`src/rtl/core/pnghw_pkg.sv`:
```
// ----------------------------------------------------------------------------
// pnghw_pkg: shared types and constants for the PNG chunk header walker
// Parse phases, record codes, the result record, the signature table and the color map.
// ----------------------------------------------------------------------------
`default_nettype none

package pnghw_pkg;

  localparam int unsigned COUNT_WIDTH_DEF = 16;

  localparam logic [31:0] TYPE_IHDR = 32'h4948_4452;
  localparam logic [31:0] TYPE_IEND = 32'h4945_4E44;

  // Seven bytes of header tail (three fields plus CRC), counted down to one
  localparam logic [31:0] HDR_TAIL_SKIP = 32'd7;

  typedef enum logic [3:0] {
    PH_SIG,
    PH_HDR_LEN,
    PH_HDR_TYPE,
    PH_WIDTH,
    PH_HEIGHT,
    PH_DEPTH,
    PH_COLOR,
    PH_HDR_TAIL,
    PH_CH_LEN,
    PH_CH_TYPE,
    PH_DATA,
    PH_CRC,
    PH_IDLE
  } phase_e;

  typedef enum logic [1:0] {
    KIND_IMAGE   = 2'd0,
    KIND_CHUNK   = 2'd1,
    KIND_BAD_SIG = 2'd2,
    KIND_NO_HDR  = 2'd3
  } kind_e;

  typedef enum logic [2:0] {
    COLOR_GRAY       = 3'd0,
    COLOR_TRUE       = 3'd1,
    COLOR_GRAY_ALPHA = 3'd2,
    COLOR_TRUE_ALPHA = 3'd3,
    COLOR_UNKNOWN    = 3'd4
  } color_e;

  typedef struct packed {
    kind_e       kind;
    logic [31:0] width;
    logic [31:0] height;
    logic [7:0]  depth;
    logic [2:0]  color;
    logic [15:0] index;
    logic [31:0] ctype;
    logic [31:0] clen;
  } rec_t;

  function automatic logic [7:0] sig_byte(input logic [2:0] pos);
    logic [7:0] b;
    unique case (pos)
      3'd0:    b = 8'h89;
      3'd1:    b = 8'h50;
      3'd2:    b = 8'h4E;
      3'd3:    b = 8'h47;
      3'd4:    b = 8'h0D;
      3'd5:    b = 8'h0A;
      3'd6:    b = 8'h1A;
      default: b = 8'h0A;
    endcase
    return b;
  endfunction

  function automatic color_e color_map(input logic [7:0] c);
    color_e m;
    unique case (c)
      8'd0:    m = COLOR_GRAY;
      8'd2:    m = COLOR_TRUE;
      8'd4:    m = COLOR_GRAY_ALPHA;
      8'd6:    m = COLOR_TRUE_ALPHA;
      default: m = COLOR_UNKNOWN;
    endcase
    return m;
  endfunction

endpackage

`default_nettype wire

```
`src/rtl/core/pnghw_ifs.sv`:
```
// ----------------------------------------------------------------------------
// pnghw_ifs: byte and record channels of the PNG chunk header walker
// Valid/ready channels; a request moves when valid and ready are both high.
// ----------------------------------------------------------------------------
`default_nettype none

interface pnghw_byte_if;
  logic       valid;
  logic       ready;
  logic [7:0] data_byte;
  logic       file_start;

  modport source (output valid, output data_byte, output file_start, input ready);
  modport sink   (input valid, input data_byte, input file_start, output ready);
endinterface

interface pnghw_rec_if;
  logic        valid;
  logic        ready;
  logic [1:0]  record_kind;
  logic [31:0] image_width;
  logic [31:0] image_height;
  logic [7:0]  sample_depth;
  logic [2:0]  color_class;
  logic [15:0] chunk_index;
  logic [31:0] chunk_type;
  logic [31:0] chunk_length;

  modport source (output valid, output record_kind, output image_width, output image_height,
                  output sample_depth, output color_class, output chunk_index,
                  output chunk_type, output chunk_length, input ready);
  modport sink   (input valid, input record_kind, input image_width, input image_height,
                  input sample_depth, input color_class, input chunk_index,
                  input chunk_type, input chunk_length, output ready);
endinterface

`default_nettype wire

```
`src/rtl/core/pnghw_parser.sv`:
```
// ----------------------------------------------------------------------------
// pnghw_parser: per-byte parse state and record generation
// Updates the parse state on each accepted byte and flags a record.
// ----------------------------------------------------------------------------
`default_nettype none

module pnghw_parser import pnghw_pkg::*; #(
  parameter int unsigned COUNT_WIDTH = COUNT_WIDTH_DEF
) (
  input  wire logic       clk_i,
  input  wire logic       rst_ni,
  input  wire logic       acc_i,
  input  wire logic [7:0] data_byte_i,
  input  wire logic       file_start_i,
  output logic            res_valid_o,
  output rec_t            res_o
);

  phase_e                 phase_q, phase_d, phase_e_w;
  logic [2:0]             pos_q, pos_d, pos_w;
  logic [COUNT_WIDTH-1:0] cnt_q, cnt_d, cnt_w;
  logic [31:0]            shift_q, shift_d, shift_w;
  logic [31:0]            len_q, len_d;
  logic [31:0]            skip_q, skip_d;
  logic [31:0]            width_q, width_d;
  logic [31:0]            height_q, height_d;
  logic [7:0]             depth_q, depth_d;
  logic [7:0]             color_q, color_d;
  logic                   word_done;
  logic                   emit;
  rec_t                   rec;

  always_comb begin
    // A file start restarts the parse on this very byte
    phase_e_w = file_start_i ? PH_SIG : phase_q;
    pos_w     = file_start_i ? 3'd0 : pos_q;
    cnt_w     = file_start_i ? '0 : cnt_q;
    shift_w   = {shift_q[23:0], data_byte_i};
    word_done = (pos_w >= 3'd3);

    phase_d  = phase_e_w;
    pos_d    = pos_w;
    cnt_d    = cnt_w;
    shift_d  = shift_q;
    len_d    = len_q;
    skip_d   = skip_q;
    width_d  = width_q;
    height_d = height_q;
    depth_d  = depth_q;
    color_d  = color_q;
    emit     = 1'b0;
    rec      = '0;

    unique case (phase_e_w)
      PH_SIG: begin
        if (data_byte_i != sig_byte(pos_w)) begin
          phase_d  = PH_IDLE;
          emit     = 1'b1;
          rec.kind = KIND_BAD_SIG;
        end else if (pos_w >= 3'd7) begin
          pos_d   = 3'd0;
          phase_d = PH_HDR_LEN;
        end else begin
          pos_d = pos_w + 3'd1;
        end
      end
      PH_HDR_LEN, PH_HDR_TYPE, PH_WIDTH, PH_HEIGHT, PH_CH_LEN: begin
        shift_d = shift_w;
        pos_d   = word_done ? 3'd0 : pos_w + 3'd1;
        if (word_done) begin
          unique case (phase_e_w)
            PH_HDR_LEN: phase_d = PH_HDR_TYPE;
            PH_HDR_TYPE: begin
              if (shift_w != TYPE_IHDR) begin
                phase_d  = PH_IDLE;
                emit     = 1'b1;
                rec.kind = KIND_NO_HDR;
              end else begin
                phase_d = PH_WIDTH;
              end
            end
            PH_WIDTH: begin
              width_d = shift_w;
              phase_d = PH_HEIGHT;
            end
            PH_HEIGHT: begin
              height_d = shift_w;
              phase_d  = PH_DEPTH;
            end
            default: begin
              len_d   = shift_w;
              phase_d = PH_CH_TYPE;
            end
          endcase
        end
      end
      PH_DEPTH: begin
        depth_d = data_byte_i;
        phase_d = PH_COLOR;
      end
      PH_COLOR: begin
        color_d = data_byte_i;
        skip_d  = HDR_TAIL_SKIP;
        phase_d = PH_HDR_TAIL;
      end
      PH_HDR_TAIL: begin
        if (skip_q > 32'd1) begin
          skip_d = skip_q - 32'd1;
        end else begin
          skip_d     = '0;
          phase_d    = PH_CH_LEN;
          emit       = 1'b1;
          rec.kind   = KIND_IMAGE;
          rec.width  = width_q;
          rec.height = height_q;
          rec.depth  = depth_q;
          rec.color  = color_map(color_q);
        end
      end
      PH_CH_TYPE: begin
        shift_d = shift_w;
        pos_d   = word_done ? 3'd0 : pos_w + 3'd1;
        if (word_done) begin
          // Saturate the chunk count
          if (cnt_w != '1) begin
            cnt_d = cnt_w + 1'b1;
          end
          emit      = 1'b1;
          rec.kind  = KIND_CHUNK;
          rec.index = 16'(cnt_d);
          rec.ctype = shift_w;
          rec.clen  = len_q;
          if (shift_w == TYPE_IEND) begin
            phase_d = PH_IDLE;
          end else if (len_q == '0) begin
            phase_d = PH_CRC;
          end else begin
            skip_d  = len_q;
            phase_d = PH_DATA;
          end
        end
      end
      PH_DATA: begin
        if (skip_q > 32'd1) begin
          skip_d = skip_q - 32'd1;
        end else begin
          skip_d  = '0;
          pos_d   = 3'd0;
          phase_d = PH_CRC;
        end
      end
      PH_CRC: begin
        if (pos_w >= 3'd3) begin
          pos_d   = 3'd0;
          phase_d = PH_CH_LEN;
        end else begin
          pos_d = pos_w + 3'd1;
        end
      end
      default: phase_d = PH_IDLE;
    endcase
  end

  always_ff @(posedge clk_i or negedge rst_ni) begin
    if (!rst_ni) begin
      phase_q <= PH_SIG;
      pos_q   <= 3'd0;
      cnt_q   <= '0;
    end else if (acc_i) begin
      phase_q <= phase_d;
      pos_q   <= pos_d;
      cnt_q   <= cnt_d;
    end
  end

  always_ff @(posedge clk_i) begin
    if (acc_i) begin
      shift_q  <= shift_d;
      len_q    <= len_d;
      skip_q   <= skip_d;
      width_q  <= width_d;
      height_q <= height_d;
      depth_q  <= depth_d;
      color_q  <= color_d;
    end
  end

  assign res_valid_o = acc_i && emit;
  assign res_o       = rec;

endmodule

`default_nettype wire

```
`src/rtl/core/pnghw_out_buf.sv`:
```
// ----------------------------------------------------------------------------
// pnghw_out_buf: record output register with skid stage
// Holds up to two records so bytes keep flowing while the sink stalls.
// ----------------------------------------------------------------------------
`default_nettype none

module pnghw_out_buf import pnghw_pkg::*; (
  input  wire logic  clk_i,
  input  wire logic  rst_ni,
  input  wire logic  push_i,
  input  wire rec_t  rec_i,
  output logic       space_o,
  output logic       out_valid_o,
  input  wire logic  out_ready_i,
  output rec_t       out_rec_o
);

  logic out_valid_q, out_valid_d;
  logic skid_valid_q, skid_valid_d;
  rec_t out_q, out_d;
  rec_t skid_q, skid_d;
  logic out_free;

  assign out_free = !out_valid_q || out_ready_i;

  always_comb begin
    out_valid_d  = out_valid_q;
    skid_valid_d = skid_valid_q;
    out_d        = out_q;
    skid_d       = skid_q;
    if (skid_valid_q) begin
      // No push can arrive while the skid is full
      if (out_ready_i) begin
        out_d        = skid_q;
        skid_valid_d = 1'b0;
      end
    end else if (push_i) begin
      if (out_free) begin
        out_d       = rec_i;
        out_valid_d = 1'b1;
      end else begin
        skid_d       = rec_i;
        skid_valid_d = 1'b1;
      end
    end else if (out_ready_i) begin
      out_valid_d = 1'b0;
    end
  end

  always_ff @(posedge clk_i or negedge rst_ni) begin
    if (!rst_ni) begin
      out_valid_q  <= 1'b0;
      skid_valid_q <= 1'b0;
    end else begin
      out_valid_q  <= out_valid_d;
      skid_valid_q <= skid_valid_d;
    end
  end

  always_ff @(posedge clk_i) begin
    out_q  <= out_d;
    skid_q <= skid_d;
  end

  assign space_o     = !skid_valid_q;
  assign out_valid_o = out_valid_q;
  assign out_rec_o   = out_q;

endmodule

`default_nettype wire

```
`src/rtl/core/png_chunk_header_walker.sv`:
```
// ----------------------------------------------------------------------------
// png_chunk_header_walker: PNG signature, header and chunk header walker
// Takes one file byte per request and reports header and chunk records.
// ----------------------------------------------------------------------------
// A record is registered into the output register, or into the skid while rec_o stalls.
// Throughput: one byte per cycle while the skid is empty, set by the per-byte parse state update.
// A two-entry output register and skid keep bytes flowing while rec_o stalls.
// Reset (rst_ni low, asynchronous) sets the parse to expect the signature,
// clears the chunk count and empties the output stages.
`default_nettype none

module png_chunk_header_walker import pnghw_pkg::*; #(
  parameter int unsigned COUNT_WIDTH = COUNT_WIDTH_DEF
) (
  input  wire logic  clk_i,
  input  wire logic  rst_ni,
  pnghw_byte_if.sink byte_i,
  pnghw_rec_if.source rec_o
);

  logic acc;
  logic res_valid;
  logic space;
  rec_t res;
  rec_t out_rec;

  assign byte_i.ready = space;
  assign acc          = byte_i.valid && space;

  pnghw_parser #(
    .COUNT_WIDTH(COUNT_WIDTH)
  ) u_parser (
    .clk_i       (clk_i),
    .rst_ni      (rst_ni),
    .acc_i       (acc),
    .data_byte_i (byte_i.data_byte),
    .file_start_i(byte_i.file_start),
    .res_valid_o (res_valid),
    .res_o       (res)
  );

  pnghw_out_buf u_out_buf (
    .clk_i      (clk_i),
    .rst_ni     (rst_ni),
    .push_i     (res_valid),
    .rec_i      (res),
    .space_o    (space),
    .out_valid_o(rec_o.valid),
    .out_ready_i(rec_o.ready),
    .out_rec_o  (out_rec)
  );

  assign rec_o.record_kind  = out_rec.kind;
  assign rec_o.image_width  = out_rec.width;
  assign rec_o.image_height = out_rec.height;
  assign rec_o.sample_depth = out_rec.depth;
  assign rec_o.color_class  = out_rec.color;
  assign rec_o.chunk_index  = out_rec.index;
  assign rec_o.chunk_type   = out_rec.ctype;
  assign rec_o.chunk_length = out_rec.clen;

endmodule

`default_nettype wire

```
`src/flat_wrapper.sv`:
```
// flat-port wrapper written by rule: the top's interface ports become plain ports
module png_chunk_header_walker_flat import pnghw_pkg::*;
#(
  parameter int unsigned COUNT_WIDTH = COUNT_WIDTH_DEF
)
  (clk_i, rst_ni, byte_i_valid, byte_i_data_byte, byte_i_file_start, byte_i_ready, rec_o_valid, rec_o_record_kind, rec_o_image_width, rec_o_image_height, rec_o_sample_depth, rec_o_color_class, rec_o_chunk_index, rec_o_chunk_type, rec_o_chunk_length, rec_o_ready);
  pnghw_byte_if byte_i_i ();
  pnghw_rec_if rec_o_i ();
  input  wire logic clk_i;
  input  wire logic rst_ni;
  input wire logic [$bits(byte_i_i.valid)-1:0] byte_i_valid;
  input wire logic [$bits(byte_i_i.data_byte)-1:0] byte_i_data_byte;
  input wire logic [$bits(byte_i_i.file_start)-1:0] byte_i_file_start;
  output wire logic [$bits(byte_i_i.ready)-1:0] byte_i_ready;
  output wire logic [$bits(rec_o_i.valid)-1:0] rec_o_valid;
  output wire logic [$bits(rec_o_i.record_kind)-1:0] rec_o_record_kind;
  output wire logic [$bits(rec_o_i.image_width)-1:0] rec_o_image_width;
  output wire logic [$bits(rec_o_i.image_height)-1:0] rec_o_image_height;
  output wire logic [$bits(rec_o_i.sample_depth)-1:0] rec_o_sample_depth;
  output wire logic [$bits(rec_o_i.color_class)-1:0] rec_o_color_class;
  output wire logic [$bits(rec_o_i.chunk_index)-1:0] rec_o_chunk_index;
  output wire logic [$bits(rec_o_i.chunk_type)-1:0] rec_o_chunk_type;
  output wire logic [$bits(rec_o_i.chunk_length)-1:0] rec_o_chunk_length;
  input wire logic [$bits(rec_o_i.ready)-1:0] rec_o_ready;
  assign byte_i_i.valid = byte_i_valid;
  assign byte_i_i.data_byte = byte_i_data_byte;
  assign byte_i_i.file_start = byte_i_file_start;
  assign byte_i_ready = byte_i_i.ready;
  assign rec_o_valid = rec_o_i.valid;
  assign rec_o_record_kind = rec_o_i.record_kind;
  assign rec_o_image_width = rec_o_i.image_width;
  assign rec_o_image_height = rec_o_i.image_height;
  assign rec_o_sample_depth = rec_o_i.sample_depth;
  assign rec_o_color_class = rec_o_i.color_class;
  assign rec_o_chunk_index = rec_o_i.chunk_index;
  assign rec_o_chunk_type = rec_o_i.chunk_type;
  assign rec_o_chunk_length = rec_o_i.chunk_length;
  assign rec_o_i.ready = rec_o_ready;
  png_chunk_header_walker #(.COUNT_WIDTH(COUNT_WIDTH)) u_core (.clk_i(clk_i), .rst_ni(rst_ni), .byte_i(byte_i_i), .rec_o(rec_o_i));
endmodule
```
`config.mk`:
```
export PLATFORM = sky130hd
export DESIGN_NAME = png_chunk_header_walker_flat
export DESIGN_NICKNAME = d
export VERILOG_FILES = /design/src/rtl/core/pnghw_pkg.sv /design/src/rtl/core/pnghw_ifs.sv /design/src/rtl/core/pnghw_parser.sv /design/src/rtl/core/pnghw_out_buf.sv /design/src/rtl/core/png_chunk_header_walker.sv /design/src/flat_wrapper.sv
export SDC_FILE = /design/constraint.sdc
export NUM_CORES = 1
export LEC_CHECK = 0
export BUFFER_PORTS_ARGS = -buffer_cell sky130_fd_sc_hd__buf_2
export CORE_MARGIN = 1
export CORE_UTILIZATION = 50
export DETAILED_ROUTE_END_ITERATION = 8
export PLACE_DENSITY_LB_ADDON = 0.08
export SLEW_MARGIN = 20
export SYNTH_ARGS = -nofsm -noshare
export SYNTH_HDL_FRONTEND = slang
export SYNTH_SLANG_ARGS = --single-unit
```
`constraint.sdc`:
```
create_clock -name clk_i -period 24.9 [get_ports clk_i]
set_input_delay 2.49 -clock clk_i [delete_from_list [all_inputs] [get_ports clk_i]]
set_output_delay 2.49 -clock clk_i [all_outputs]
set_load 0.005 [all_outputs]
```
---- After elaboration in Yosys (flattened, before gate mapping) ----
Cells that the tools add are included.
cells by class
  $add $sub $neg .......................... 3
  magnitude comparators ................... 3
  equal/unequal tests ..................... 28
  muxes and demuxes ....................... 59
  bitwise logic cells ..................... 3
  reductions and logical operators ........ 28
operator list
  kind                                                 count
  2-to-1 mux 157 bit                                   4
  2-to-1 mux 80 bit                                    2
  2-to-1 mux 75 bit                                    2
  2-to-1 mux 32 bit                                    4
  case mux 32 bit (3 select lines)                     1
  2-to-1 mux 16 bit                                    4
  case mux 8 bit (6 select lines)                      1
  2-to-1 mux 4 bit                                     9
  == test 32 x 31 -> 1 bit, second input constant      1
  > comparator 32 x 1 -> 1 bit, second input constant  1
  zero test 32 bit                                     1
  != test 32 x 31 -> 1 bit, second input constant      1
  case mux 4 bit (8 select lines)                      1
  subtractor 32 x 1 -> 32 bit, second input constant   1
  2-to-1 mux 3 bit                                     6
  adder 16 x 1 -> 16 bit, second input constant        1
  == test 4 x 3 -> 1 bit, second input constant        4
  == test 4 bit, second input constant                 4
  == test 8 x 3 -> 1 bit, second input constant        2
  != test 16 bit, second input constant                1
  case mux 4 bit (4 select lines)                      1
  2-to-1 mux 1 bit                                     15
  case mux 3 bit (4 select lines)                      1
  AND reduction 4 bit                                  3
  33 further kinds                                     53
word-level totals
  register bits ........................... 507
  word-level logic and storage cells ...... 152

---- Depth between registers and ports, before layout ----
  word-level depth ........................ 10
  depth in mapped cells ................... 13

---- Hierarchy ----
Synthesis repeated with hierarchy kept, for this count alone.
second synthesis, totals
  cell total of the unflattened synthesis .. 1,390
  area, all modules ....................... 21,428.1 um^2
by module, submodules not included
  module                   times used  cells each  area each (um^2)  seq. area each (um^2)
  pnghw_out_buf            1           499         11,690.0          9,479.1
  pnghw_parser             1           890         9,731.8           5,620.4
  png_chunk_header_walker  1           1           6.3               0.0

---- Worst setup path before layout ----
Ideal clock, no wire load.
  kind .................................... in2reg
  from .................................... input byte_i_file_start
  to ...................................... register u_core.u_out_buf.skid_q[0] (netlist name), enable pin
  library setup time ...................... 1.110 ns
  arrival time ............................ 20.117 ns
  required time ........................... 23.790 ns
  slack ................................... 3.673 ns
  stages .................................. 11
  path through ............................ buf_2 inv_1 clkbuf_1 nand2_1 ha_1 nor3b_1 o31a_1 nor4_1 a41oi_1 nor4b_1 nor4b_1
between the ends
  cells in the longest elaborated chain, start to end .. 9
  elaborated cells between the ends (all ways) .. 28
  those cells by class .................... order compare (1); eq/ne (13); mux (9); reduce/logical (5)
RTL lines
  element                                   RTL line             RTL
  start, declared                           flat_wrapper.sv:13   input wire logic [$bits(byte_i_i.file_start)-1:0] byte_i_file_start;
  2-to-1 mux 3 bit                          pnghw_parser.sv:36   pos_w = file_start_i ? 3'd0 : pos_q;
  == test 3 bit (tied with other cells)     pnghw_pkg.sv:61      unique case (pos)
  case mux 8 bit (6 select lines)           pnghw_pkg.sv:61
  2-to-1 mux 8 bit                          pnghw_parser.sv:54   unique case (phase_e_w)
  != test 8 bit                             pnghw_parser.sv:56   if (data_byte_i != sig_byte(pos_w)) begin
  2-to-1 mux 1 bit                          pnghw_parser.sv:56
  case mux 1 bit (4 select lines) (*)       pnghw_parser.sv:54
  logical AND 1 bit (*)                     pnghw_parser.sv:188  assign res_valid_o = acc_i && emit;
  AND reduction 3 bit (no source line) (*)  --
  end signal, assigned                      pnghw_out_buf.sv:62  skid_q <= skid_d;
  end, declared                             pnghw_out_buf.sv:21  rec_t skid_q, skid_d;
Mark *: on every way between the ends. The rest lies on a longest branch, timed or not. The select of a mux whose other input is x is not followed.
A chain may end at the register's enable or synchronous reset.

---- Worst setup path after layout ----
  from .................................... input byte_i_file_start
  to ...................................... register u_core.u_out_buf.out_q, in the netlist u_core.u_out_buf.out_rec_o[74], enable pin
between the ends
  cells in the longest elaborated chain, start to end .. 10
  elaborated cells between the ends (all ways) .. 29
  those cells by class .................... order compare (1); eq/ne (13); mux (9); reduce/logical (6)
RTL lines
  element                                   RTL line             RTL
  2-to-1 mux 3 bit                          pnghw_parser.sv:36
  == test 3 bit (tied with other cells)     pnghw_pkg.sv:61
  case mux 8 bit (6 select lines)           pnghw_pkg.sv:61
  2-to-1 mux 8 bit                          pnghw_parser.sv:54
  != test 8 bit                             pnghw_parser.sv:56
  2-to-1 mux 1 bit                          pnghw_parser.sv:56
  case mux 1 bit (4 select lines) (*)       pnghw_parser.sv:54
  logical AND 1 bit (*)                     pnghw_parser.sv:188
  nonzero test 2 bit (no source line) (*)   --
  AND reduction 3 bit (no source line) (*)  --
  end signal, assigned                      pnghw_out_buf.sv:61  out_q <= out_d;
  end, declared                             pnghw_out_buf.sv:20  rec_t out_q, out_d;
Marks and branches as above.

==> metrics.json <==
{
  "route": {
    "dr_total_vias": 12000,
    "route.detailed.drc": 0,
    "routed_wire_length_per_instance_um": 21.6,
    "drt_pre_antenna_iters": 5,
    "drt-total-wl_um": 45600,
    "antenna_violation_net_count_after_detailed_routing": 0,
    "vias_per_cell": 5.65,
    "violation_count_after_the_first_detailed_routing_iteration": 970
  },
  "setup_path": {
    "critical_path_class": "input port to register",
    "critPathLaunchType": "input port",
    "worst-endpoint-arrival_ns": 6.91,
    "cp_max_fo": 78,
    "cp-end-kind": "register",
    "worst-endpoint-required_ns": 25.11
  },
  "placed_design": {
    "place.port_buffers": 171,
    "place.gp.congestion": 0.820,
    "placement.setup.worst_slack_ns": 17.75,
    "place_inst": 2021,
    "post_dp_cell_area_mm2": 0.0225,
    "dp.final_hpwl_um": 27900
  },
  "power_and_ir_drop": {
    "switching_power_uw": 417,
    "power_density_mw_per_mm2": 78.2,
    "vdd_drop_max_uv": 53.9,
    "switching_share_pct": 22.1,
    "p_clk_share_pct": 41.6,
    "static_leakage_nw": 9.00,
    "internal_power_mw": 1.47,
    "pwr-share-seq_pct": 52.7,
    "power.combinational.fraction_pct": 5.7,
    "power_mw": 1.89
  },
  "sta": {
    "timing.final.ws_setup_ns": 18.19,
    "worst-slew-pin-transition_ns": 1.12,
    "finalWorstPathRequiredPeriod_ns": 6.71,
    "max-slew-margin-rel_pct": 25.5,
    "finClkSkew_ns": 0.0212,
    "grt_setup_unrepaired": "no",
    "period_share_pct": 26.9,
    "timing_max_transition_violations_final": 0,
    "max_freq_ghz": 0.149,
    "setup-violations-final": 0,
    "setup-tns-final_ns": 0,
    "report.final.hold_viol_count": 0
  },
  "clock_network": {
    "tritoncts": "done",
    "ctsHoldBuffers": 0,
    "clock_insertion_delay_worst_skew_ns": 0.60,
    "cts.sinks": 507,
    "postCtsResizedCells": 0,
    "clkSlewWorstSetupHoldPaths_ns": 0.06,
    "cts_buffer_depth": 3,
    "numCtsBuffers": 53,
    "cts_root_buf": "sky130_fd_sc_hd__clkbuf_16",
    "post-cts-setup-buffers": 0,
    "cts_max_level": 2
  },
  "floorplanning": {
    "die_wd_um": 208,
    "floorplan.core_area_mm2": 0.0413,
    "top_level_ports": 172,
    "dieArea_mm2": 0.0431,
    "die_height_um": 208,
    "floorplan.initialDensity_pct": 51.2,
    "floorplan.rows": 74
  },
  "synthesis": {
    "synth_seq_cells": 507,
    "post-synth-top-area-fraction_pct": 68.4,
    "async_reset_ff_share_pct": 4.93,
    "synth_enable_flop_cells": 482,
    "synthesis.nets": 1400,
    "synthesis.yosys.warnings": 0,
    "postSynthCellCount": 1380,
    "synth_area_leaders": "sky130_fd_sc_hd__edfxtp_1, sky130_fd_sc_hd__mux2_2, sky130_fd_sc_hd__dfrtp_1",
    "avgSynthCellArea_um2": 15.3,
    "yosysSeqAreaShare_pct": 71.4,
    "synthesis.area_mm2": 0.0211,
    "yosys.cell_types.count": 68,
    "synthDominantAreaCellType": "sky130_fd_sc_hd__edfxtp_1",
    "ys.flop_type": "sky130_fd_sc_hd__edfxtp_1"
  },
  "cells_and_area": {
    "layout.cells.non_filler": 2117,
    "design.final.nets": 1564,
    "num-fill-cells": 3285,
    "seqCellArea_mm2": 0.0151,
    "drive_gt1_share_pct": 26.8,
    "multi_input_comb_area_mm2": 0.00568,
    "n_antenna_cell": 0,
    "finalInstanceArea_mm2": 0.0242,
    "areaGrowthSynthToFinish_pct": 14.4
  },
  "worst_hold_path": {
    "min_path_type": "register to register"
  },
  "global_route": {
    "grt-ovfl-total": 0,
    "grt_usage_pct": 21.3,
    "global_route_wire_length_before_repair_um": 71000,
    "vias_in_the_first_global_route": 11600,
    "largest_net_degree_at_the_start_of_global_routing": 96,
    "antenna_violations_before_repair": 0
  },
  "run_status": {
    "run_status": "complete, no violations"
  },
  "job": {
    "max-cap-violations": 0
  }
}
[cell usage after synthesis, types with 5 or more instances]
cell type and n:
sky130_fd_sc_hd__ha_1 7, sky130_fd_sc_hd__mux2_1 50, sky130_fd_sc_hd__nand3b_1 6, sky130_fd_sc_hd__nand3_1 11
sky130_fd_sc_hd__a21oi_1 24, sky130_fd_sc_hd__nor4_1 21, sky130_fd_sc_hd__dfrtp_1 25, sky130_fd_sc_hd__and2_4 50
sky130_fd_sc_hd__xor2_1 17, sky130_fd_sc_hd__nor3_1 21, sky130_fd_sc_hd__nor2_1 61, sky130_fd_sc_hd__o21ai_0 44
sky130_fd_sc_hd__nand4_1 9, sky130_fd_sc_hd__inv_1 17, sky130_fd_sc_hd__a31oi_1 8, sky130_fd_sc_hd__and3_1 74
sky130_fd_sc_hd__nor2b_1 16, sky130_fd_sc_hd__edfxtp_1 482, sky130_fd_sc_hd__and4_1 6, sky130_fd_sc_hd__and2_1 26
sky130_fd_sc_hd__buf_8 5, sky130_fd_sc_hd__nand2_1 98, sky130_fd_sc_hd__nand2b_1 8, sky130_fd_sc_hd__xnor2_1 31
sky130_fd_sc_hd__o31ai_1 19, sky130_fd_sc_hd__or4_1 5, sky130_fd_sc_hd__mux2_2 94, sky130_fd_sc_hd__clkbuf_1 61
sky130_fd_sc_hd__a22o_1 5, sky130_fd_sc_hd__nor4b_1 7
[cell usage in the layout, fill, tap and decap left out, types with 4 or more instances in the layout]
cell type	n
sky130_fd_sc_hd__nor4b_1	6
sky130_fd_sc_hd__o31ai_1	19
sky130_fd_sc_hd__and2_1	26
sky130_fd_sc_hd__nor2b_1	16
sky130_fd_sc_hd__nand2b_1	7
sky130_fd_sc_hd__a22o_1	5
sky130_fd_sc_hd__clkbuf_1	11
sky130_fd_sc_hd__edfxtp_1	482
sky130_fd_sc_hd__clkinvlp_4	4
sky130_fd_sc_hd__and4_1	6
sky130_fd_sc_hd__o21ai_0	44
sky130_fd_sc_hd__ha_1	7
sky130_fd_sc_hd__inv_1	16
sky130_fd_sc_hd__and3_1	73
sky130_fd_sc_hd__bufinv_16	6
sky130_fd_sc_hd__a31oi_1	8
sky130_fd_sc_hd__nand2_1	97
sky130_fd_sc_hd__mux2_1	50
sky130_fd_sc_hd__buf_2	171
sky130_fd_sc_hd__and2_4	50
sky130_fd_sc_hd__buf_4	14
sky130_fd_sc_hd__nor3_1	18
sky130_fd_sc_hd__clkinv_1	8
sky130_fd_sc_hd__a21oi_1	23
sky130_fd_sc_hd__nor4_1	19
sky130_fd_sc_hd__o211ai_1	4
sky130_fd_sc_hd__dfrtp_1	25
sky130_fd_sc_hd__nand3_1	11
sky130_fd_sc_hd__or4_1	5
sky130_fd_sc_hd__xnor2_1	31
sky130_fd_sc_hd__mux2i_1	4
sky130_fd_sc_hd__xor2_1	17
sky130_fd_sc_hd__nand4_1	9
sky130_fd_sc_hd__nor2_1	61
sky130_fd_sc_hd__clkbuf_16	54
sky130_fd_sc_hd__mux2_2	94
sky130_fd_sc_hd__nand3b_1	6
sky130_fd_sc_hd__clkinv_2	10
[critical path, stage by stage]
cell                      delay, ns
sky130_fd_sc_hd__buf_2         0.58
sky130_fd_sc_hd__inv_1         0.45
sky130_fd_sc_hd__nand2_1       0.19
sky130_fd_sc_hd__ha_1          0.19
sky130_fd_sc_hd__nor3b_1       0.07
sky130_fd_sc_hd__o31a_1        0.29
sky130_fd_sc_hd__nor4_1        0.36
sky130_fd_sc_hd__a41oi_1       0.25
sky130_fd_sc_hd__nor4b_1       0.87
sky130_fd_sc_hd__nor2b_1       0.14
sky130_fd_sc_hd__o22a_4        0.44
sky130_fd_sc_hd__buf_4         0.49
[flip-flops by register name, indices dropped and copies added (netlist names)]
| register | count |
|---|---|
| u_core.u_out_buf.out_rec_o | 157 |
| u_core.u_parser.skip_q | 32 |
| u_core.u_out_buf.skid_valid_q | 1 |
| u_core.u_parser.shift_q | 24 |
| u_core.u_parser.pos_q | 3 |
| u_core.u_parser.width_q | 32 |
| u_core.u_out_buf.out_valid_o | 1 |
| u_core.u_parser.height_q | 32 |
| u_core.u_parser.len_q | 32 |
| u_core.u_parser.depth_q | 8 |
| u_core.u_parser.cnt_q | 16 |
| u_core.u_parser.color_q | 8 |
| u_core.u_out_buf.skid_q | 157 |
| u_core.u_parser.phase_q | 4 |
[final timing paths]
path                                               from                               to  slack, ns  depth (start not counted)
max reg2reg                  u_core.u_parser.skip_q[12]   u_core.u_out_buf.out_rec_o[74]      19.68                          8
max in group asynchronous                        rst_ni    u_core.u_out_buf.skid_valid_q      22.55                          1
min in group asynchronous                        rst_ni       u_core.u_parser.phase_q[0]       1.93                          1
min reg2reg                u_core.u_out_buf.skid_q[120]  u_core.u_out_buf.out_rec_o[120]       0.52                          1
min                        u_core.u_out_buf.skid_q[120]  u_core.u_out_buf.out_rec_o[120]       0.52                          1
max                                   byte_i_file_start   u_core.u_out_buf.out_rec_o[74]      18.19                         12
[metal layers]
layer  vias up  wire length (um)  track usage [%]
met1      5947             21000             31.4
met4         0               955             6.00
li1       5558                 -                -
met3        67              2500             3.62
met2       380             21200             32.7
met5         -                 0                0
[through the flow]
step	util (%)	hold WS (ns)
after detailed placement	54.4	0.509
after floorplan	-	0.469
after global routing	58.6	0.538
after CTS	58.6	0.525
after global placement	54.4	0.505
final	58.6	0.522
[cell type report]
class,count,area share (%)
clock inverters,31,1.39
clock buffers,65,5.75
repair buffers,185,3.97
multi-input cells,780,23.5
well taps,532,2.75
flip-flops and latches,507,62.4
inverters,17,0.284
[logic make-up (layout without fill, tap and decap cells)]
logic type	after synthesis	in the layout	share of synthesized area [%]
compound gates	136	136	4.19
xor+xnor	48	48	1.99
fa+ha+maj	7	7	0.414
buf+inv	93	298	2.04
flops	507	507	71.4
mux	148	148	7.86
simple gates	441	441	12.1
[power groups by stage]
stage	clock (mW)	combinational [mW]	sequential, mW
2_1_floorplan	0	0.0622	1.02
3_3_place_gp	0	0.108	1.01
3_5_place_dp	0	0.109	1.01
4_1_cts	0.807	0.110	0.998
5_1_grt	0.835	0.118	1.00
6_report	0.787	0.108	0.997
No activity file was read; power rests on OpenSTA's default activity.
